## config.mk

```make
export PLATFORM = sky130hd
export DESIGN_NAME = pwm_temperature_sensor_decoder
export DESIGN_NICKNAME = d
export VERILOG_FILES = /design/src/pwmtd_pkg.sv /design/src/pwmtd_ctrl.sv /design/src/pwmtd_dp.sv /design/src/pwm_temperature_sensor_decoder.sv
export SDC_FILE = /design/constraint.sdc
export NUM_CORES = 1
export LEC_CHECK = 0
export ABC_AREA = 1
export BUFFER_PORTS_ARGS = -buffer_cell sky130_fd_sc_hd__buf_2
export CAP_MARGIN = 20
export CELL_PAD_IN_SITES_DETAIL_PLACEMENT = 1
export CELL_PAD_IN_SITES_GLOBAL_PLACEMENT = 1
export CORE_MARGIN = 4
export CORE_UTILIZATION = 48
export DETAILED_ROUTE_END_ITERATION = 10
export PLACE_DENSITY_LB_ADDON = 0.1
export SYNTH_ARGS = -nofsm -noshare
export SYNTH_HDL_FRONTEND = slang
export SYNTH_SLANG_ARGS = --single-unit
```

## constraint.sdc

```tcl
create_clock -name clk -period 4.8 [get_ports clk]
set_input_delay 0.24 -clock clk [delete_from_list [all_inputs] [get_ports clk]]
set_output_delay 0.24 -clock clk [all_outputs]
set_load 0.05 [all_outputs]
```

## src/pwmtd_pkg.sv

```systemverilog
// ----------------------------------------------------------------------------
// pwmtd_pkg
// Types and constants shared by the PWM temperature sensor decoder.
// ----------------------------------------------------------------------------
package pwmtd_pkg;

  localparam int TIMER_BITS_DEF = 16;
  localparam int CAP_W          = 16;
  localparam int TEMP_W         = 12;
  localparam int CFG_ADDR_W     = 1;
  localparam int SLOPE_W        = 13;
  localparam int OUT_DATA_W     = 16;

  localparam logic [SLOPE_W-1:0] SLOPE_TENTHS = SLOPE_W'(7200);
  localparam int                 BASE_TENTHS  = 4550;

  localparam logic [CFG_ADDR_W-1:0] CFG_LOWER = CFG_ADDR_W'(0);
  localparam logic [CFG_ADDR_W-1:0] CFG_UPPER = CFG_ADDR_W'(1);

  localparam logic signed [TEMP_W-1:0] LOWER_RESET = -TEMP_W'(505);
  localparam logic signed [TEMP_W-1:0] UPPER_RESET = TEMP_W'(1255);

  typedef struct packed {
    logic rise_wr;
    logic fall_ld;
    logic mul_go;
    logic div_step;
    logic finish;
  } pwmtd_cmd_t;

  typedef struct packed {
    logic out_free;
  } pwmtd_sts_t;

endpackage

```

## src/pwmtd_ctrl.sv

```systemverilog
// ----------------------------------------------------------------------------
// pwmtd_ctrl
// Sequencer for edge handling, multiply and bit-serial divide.
// ----------------------------------------------------------------------------
module pwmtd_ctrl import pwmtd_pkg::*; #(
  parameter int TIMER_BITS = TIMER_BITS_DEF
) (
  input  logic       clk,
  input  logic       rst_n,
  input  logic       in_tvalid,
  input  logic       in_tuser,
  output logic       in_tready,
  input  pwmtd_sts_t sts,
  output pwmtd_cmd_t cmd
);

  localparam int NW    = TIMER_BITS + SLOPE_W;
  localparam int CNT_W = $clog2(NW);

  localparam logic [1:0] ST_IDLE = 2'd0;
  localparam logic [1:0] ST_MUL  = 2'd1;
  localparam logic [1:0] ST_DIV  = 2'd2;
  localparam logic [1:0] ST_DONE = 2'd3;

  logic [1:0]       state_r, state_nxt;
  logic [CNT_W-1:0] cnt_r, cnt_nxt;
  logic             accept;

  assign in_tready = (state_r == ST_IDLE);
  assign accept    = in_tvalid && in_tready;

  always_comb begin
    state_nxt    = state_r;
    cnt_nxt      = cnt_r;
    cmd          = '0;
    case (state_r)
      ST_IDLE: begin
        cmd.rise_wr = accept && in_tuser;
        cmd.fall_ld = accept && !in_tuser;
        if (accept && !in_tuser) begin
          state_nxt = ST_MUL;
        end
      end
      ST_MUL: begin
        cmd.mul_go = 1'b1;
        cnt_nxt    = '0;
        state_nxt  = ST_DIV;
      end
      ST_DIV: begin
        cmd.div_step = 1'b1;
        cnt_nxt      = cnt_r + CNT_W'(1);
        if (cnt_r == CNT_W'(NW - 1)) begin
          state_nxt = ST_DONE;
        end
      end
      ST_DONE: begin
        if (sts.out_free) begin
          cmd.finish = 1'b1;
          state_nxt  = ST_IDLE;
        end
      end
      default: begin
        state_nxt = ST_IDLE;
      end
    endcase
  end

  always_ff @(posedge clk) begin
    if (!rst_n) begin
      state_r <= ST_IDLE;
      cnt_r   <= '0;
    end else begin
      state_r <= state_nxt;
      cnt_r   <= cnt_nxt;
    end
  end

endmodule

```

## src/pwmtd_dp.sv

```systemverilog
// ----------------------------------------------------------------------------
// pwmtd_dp
// Edge time registers, constant multiply, restoring divider, limit check
// and the output register.
// ----------------------------------------------------------------------------
module pwmtd_dp import pwmtd_pkg::*; #(
  parameter int TIMER_BITS = TIMER_BITS_DEF
) (
  input  logic                  clk,
  input  logic                  rst_n,
  input  logic [CAP_W-1:0]      in_tdata,
  input  logic                  cfg_we,
  input  logic [CFG_ADDR_W-1:0] cfg_addr,
  input  logic [TEMP_W-1:0]     cfg_wdata,
  input  pwmtd_cmd_t            cmd,
  output pwmtd_sts_t            sts,
  output logic                  out_tvalid,
  input  logic                  out_tready,
  output logic [OUT_DATA_W-1:0] out_tdata
);

  localparam int NW = TIMER_BITS + SLOPE_W;
  localparam int RW = NW + 2;

  logic [TIMER_BITS-1:0]    t;
  logic [TIMER_BITS-1:0]    rise_r, rise_nxt;
  logic [TIMER_BITS-1:0]    fall_r, fall_nxt;
  logic [TIMER_BITS-1:0]    high_r, high_nxt;
  logic [TIMER_BITS-1:0]    low_r, low_nxt;
  logic [NW-1:0]            num_r, num_nxt;
  logic [TIMER_BITS-1:0]    rem_r, rem_nxt;
  logic [TIMER_BITS:0]      trial;
  logic                     ge;
  logic signed [TEMP_W-1:0] lo_r, lo_nxt, hi_r, hi_nxt;
  logic signed [TEMP_W-1:0] held_r, held_nxt;
  logic signed [RW-1:0]     r;
  logic                     invalid, upd;
  logic                     ovalid_r, ovalid_nxt;
  logic [OUT_DATA_W-1:0]    odata_r, odata_nxt;

  assign t     = TIMER_BITS'(in_tdata);
  assign trial = {rem_r, num_r[NW-1]};
  assign ge    = trial >= {1'b0, low_r};

  assign invalid = (low_r == '0);
  assign r       = RW'(signed'(BASE_TENTHS)) - signed'({2'b00, num_r});
  assign upd     = !invalid && (r > RW'(lo_r)) && (r < RW'(hi_r));

  always_comb begin
    rise_nxt = rise_r;
    fall_nxt = fall_r;
    high_nxt = high_r;
    low_nxt  = low_r;
    num_nxt  = num_r;
    rem_nxt  = rem_r;
    lo_nxt   = lo_r;
    hi_nxt   = hi_r;
    held_nxt = held_r;
    ovalid_nxt = ovalid_r && !out_tready;
    odata_nxt  = odata_r;
    if (cmd.rise_wr) begin
      rise_nxt = t;
    end
    if (cmd.fall_ld) begin
      high_nxt = t - rise_r;
      low_nxt  = rise_r - fall_r;
      fall_nxt = t;
    end
    if (cmd.mul_go) begin
      num_nxt = NW'(high_r * SLOPE_TENTHS);
      rem_nxt = '0;
    end
    if (cmd.div_step) begin
      num_nxt = {num_r[NW-2:0], ge};
      rem_nxt = ge ? TIMER_BITS'(trial - {1'b0, low_r}) : trial[TIMER_BITS-1:0];
    end
    if (cmd.finish) begin
      if (upd) begin
        held_nxt = r[TEMP_W-1:0];
      end
      ovalid_nxt = 1'b1;
      odata_nxt  = {2'b00, invalid, upd, (upd ? r[TEMP_W-1:0] : held_r)};
    end
    if (cfg_we) begin
      case (cfg_addr)
        CFG_LOWER: lo_nxt = cfg_wdata;
        CFG_UPPER: hi_nxt = cfg_wdata;
        default: begin
        end
      endcase
    end
  end

  always_ff @(posedge clk) begin
    if (!rst_n) begin
      rise_r   <= '0;
      fall_r   <= '0;
      held_r   <= '0;
      lo_r     <= LOWER_RESET;
      hi_r     <= UPPER_RESET;
      ovalid_r <= 1'b0;
    end else begin
      rise_r   <= rise_nxt;
      fall_r   <= fall_nxt;
      held_r   <= held_nxt;
      lo_r     <= lo_nxt;
      hi_r     <= hi_nxt;
      ovalid_r <= ovalid_nxt;
    end
  end

  always_ff @(posedge clk) begin
    high_r  <= high_nxt;
    low_r   <= low_nxt;
    num_r   <= num_nxt;
    rem_r   <= rem_nxt;
    odata_r <= odata_nxt;
  end

  assign sts.out_free = !ovalid_r || out_tready;
  assign out_tvalid   = ovalid_r;
  assign out_tdata    = odata_r;

endmodule

```

## src/pwm_temperature_sensor_decoder.sv

```systemverilog
// ----------------------------------------------------------------------------
// pwm_temperature_sensor_decoder
// Decodes duty-cycle sensor edges into a held temperature in tenths of a
// degree Fahrenheit.
//
//   Channel  Dir  Handshake              Contents
//   in_      in   in_tvalid/in_tready    tdata capture_time, tuser pin_level
//   out_     out  out_tvalid/out_tready  held_temperature, updated, invalid
//   cfg_     in   cfg_we                 limit register writes
//
// A rising-edge transaction only records its capture time. A falling-edge
// transaction runs the multiply, then the one-bit-per-cycle divider.
// Reset clears the edge times and the held reading and restores both limits.
// A result waits in the output register; new edges are taken meanwhile.
// ----------------------------------------------------------------------------
module pwm_temperature_sensor_decoder import pwmtd_pkg::*; #(
  parameter int TIMER_BITS = TIMER_BITS_DEF
) (
  input  logic                  clk,
  input  logic                  rst_n,
  input  logic                  in_tvalid,
  output logic                  in_tready,
  input  logic [CAP_W-1:0]      in_tdata,   // [15:0] capture_time
  input  logic                  in_tuser,   // [0] pin_level
  output logic                  out_tvalid,
  input  logic                  out_tready,
  output logic [OUT_DATA_W-1:0] out_tdata,  // [11:0] held_temperature,
                                            // [12] updated, [13] divide_invalid
  input  logic                  cfg_we,
  input  logic [CFG_ADDR_W-1:0] cfg_addr,
  input  logic [TEMP_W-1:0]     cfg_wdata
);

  pwmtd_cmd_t cmd;
  pwmtd_sts_t sts;

  pwmtd_ctrl #(.TIMER_BITS(TIMER_BITS)) u_ctrl (
    .clk       (clk),
    .rst_n     (rst_n),
    .in_tvalid (in_tvalid),
    .in_tuser  (in_tuser),
    .in_tready (in_tready),
    .sts       (sts),
    .cmd       (cmd)
  );

  pwmtd_dp #(.TIMER_BITS(TIMER_BITS)) u_dp (
    .clk        (clk),
    .rst_n      (rst_n),
    .in_tdata   (in_tdata),
    .cfg_we     (cfg_we),
    .cfg_addr   (cfg_addr),
    .cfg_wdata  (cfg_wdata),
    .cmd        (cmd),
    .sts        (sts),
    .out_tvalid (out_tvalid),
    .out_tready (out_tready),
    .out_tdata  (out_tdata)
  );

endmodule

```

==> results.yml <==
setup_path:
  critPathLaunch: "u_dp.num_r[0]"
  critPathKind: "reg2reg"
  r2r-start: "u_dp.num_r[0]"
  cp.required_ns: 4.99
  startpoint_type: "flop"
  worstPathArrival_ns: 4.50
  r2r_slack_ns: 0.49
  cp_max_fo: 13
  end_kind: "flop"
global_route:
  grt_pass1_wl_um: 51800
  grt_max_degree: 61
  antenna_found_initial: 3
  grt-ovfl-total: 0
  grt_pass1_vias: 10700
  track_usage: 0.219
clock_tree:
  cts_resized: 0
  htree_levels: 4
  cts_buffers: 17
  clockBufferDepth: 2
  clockRootBuffer: "clkbuf_16"
  cts_setup_buffers: 0
  clkTransAtPathRegs_ns: 0.07
  clock_latency_ns: 0.44
  clock-sinks: 167
  postCtsHoldBufs: 0
  cts_tree: "done"
yosys:
  yosysTopAreaCellShare: 0.217
  synthCells: 1545
  synth_area_leaders: "edfxtp_1 (22%), ha_1 (17%), dfxtp_1 (12%)"
  netlist_area_um2: 12600
  synth-main-ff-cell: "edfxtp_1"
  ys_warn_count: 0
  syn_avg_cell_area_um2: 8.15
  yosysSeqAreaShare: 0.338
  synth_edf_count: 91
  synth_top_area_cell: "edfxtp_1"
  synthArstFlopShare: 0
  synth.distinct_cells: 51
  ys_ff_latch: 167
placement:
  dpl.hpwl_um: 23600
  io_buffers: 50
  place.gp.congestion: 0.853
timing:
  worst_slew_pin_slew_ns: 1.01
  slew_headroom: 0.327
  finalSetupViolCount: 0
  hold_violations: 0
  skew_ns: 0.0178
  min_period_ns: 4.31
  period_share: 0.897
  fin_setup_tns_ns: 0
  max_freq_mhz: 232
  grt_setup_unrepaired: "false"
  slew_violations: 0
final_layout:
  diodes: 0
  final_layout_size_suffix_gt1_frac: 0.0820
  layout_commonest_cell: "nand2_1"
  final_nets: 1820
  syn_to_final_growth_pct: 8.76
  layout_common_cells: "nand2_1 (284), inv_1 (266), ha_1 (171)"
  nFillCells: 3197
power:
  leakage_nw: 6.71
  total_power_mw: 10.2
  ir_drop_uv: 396
  pwr_density_cell_nw_per_um2: 744
route:
  dr.pass1.iters: 6
  vias_per_cell: 5.25
  vias: 10100
  drt-total-wl_um: 30500
  drtIter0Drc: 384
  route.detailed.drc: 0
  antenna_left: 0
  wl_per_cell_um: 15.8
outcome:
  status: "finished clean"
die:
  die_y_um: 170
  ios: 53
  core-area_um2: 25900
  die-width_um: 170
  start_util: 0.486
  die-area_um2: 28900
  rows: 59
hold_path:
  hold_path.class: "in2reg"
  hp-start: "cfg_wdata[0]"
run:
  cap_violations: 0
Yosys cell counts, types with 15 or more instances:
cell      instances
xnor2_1          19
fa_1             27
nand2_1         284
nor2_1           91
o21ai_0          86
ha_1            172
xor2_1           50
nor3_1           16
nand2_2          15
o21ai_1          19
inv_1           266
dfxtp_1          76
a21oi_1         142
clkbuf_1         22
nand3_1          63
edfxtp_1         91
path summary, 6_finish.rpt:
check / endpoint / depth (start not counted)
setup / recovery: u_dp.out_tdata[8] / 24
hold / removal: u_dp.hi_r[0] / 3
setup reg to reg: u_dp.out_tdata[8] / 24
hold reg to reg: u_dp.fall_r[13] / 2
per-stage QoR:
| stage | std cells | area (um2) | setup WS (ns) | util | hold slack, ns |
|---|---|---|---|---|---|
| finish | 1933 | 13700 | 0.494 | 0.528 | 0.0232 |
| global placement | 1902 | 13100 | 0.583 | 0.506 | 0.449 |
| floorplan | 1546 | 12600 | 1.09 | - | 0.353 |
| CTS | 1933 | 13700 | 0.421 | 0.528 | 0.00818 |
| detailed placement | 1902 | 13100 | 0.454 | 0.506 | 0.455 |
| global route | 1933 | 13700 | 0.0604 | 0.528 | 0.0410 |
critical path: stages, from the launching register on:
cell and delay, ns:
edfxtp_1 0.45, ha_1 0.26, nand2_1 0.07, nand2_1 0.08, nor2_2 0.10, nand2_2 0.08, a21oi_2 0.19, nand3b_2 0.17
o21ai_4 0.24, nand2_2 0.10, nor2_1 0.12, xor2_1 0.21, inv_1 0.09, ha_1 0.27, nand2_1 0.06, nor2_1 0.32
inv_1 0.07, nor2_1 0.11, nand2_1 0.09, nand3_1 0.10, nand2_1 0.09, nor2_4 0.32, nand2_4 0.23, nand2_1 0.15
nand2_1 0.07
final cells by class:
class                      instances  area, um2  area share
multi-input combinational       1076       7150       0.522
sequential                       167       4250       0.311
tap                              335        419      0.0306
timing repair buffer              54        280      0.0205
inverter                         270       1010      0.0740
clock inverter                    14        150      0.0110
clock buffer                      17        425      0.0311
kinds of logic after synthesis:
| logic type | synth area share |
|---|---|
| AO/OA/AOI/OAI | 0.130 |
| XOR/XNOR | 0.0480 |
| adder cells (fa/ha/maj) | 0.214 |
| buffers and inverters | 0.0953 |
| flip-flops | 0.338 |
| other | 0.000298 |
| AND/OR/NAND/NOR | 0.174 |
power breakdown:
part / internal (mW) / switching, mW
logic: 2.30 / 4.00
registers: 2.19 / 0.298
clock network: 0.698 / 0.684
total: 5.20 / 4.99
per-layer routing:
layer  GRT usage  routed length, um  up-vias
met5           0                 40        -
met4      0.0615                541        6
met3      0.0314                771       33
met2       0.393              15400      109
met1       0.275              13800     4831
li1            -                  -     5164
sequential cells by signal (all words and copies together) (netlist names):
name	count
u_dp.low_r	16
u_dp.num_r	29
u_dp.fall_r	16
u_dp.held_r	12
u_dp.out_tdata	14
u_ctrl.cnt_r	5
u_ctrl.state_r	2
u_dp.high_r	16
u_dp.rem_r	16
u_dp.out_tvalid	1
u_dp.hi_r	12
u_dp.rise_r	16
u_dp.lo_r	12
Power figures use the tool's default switching activity.
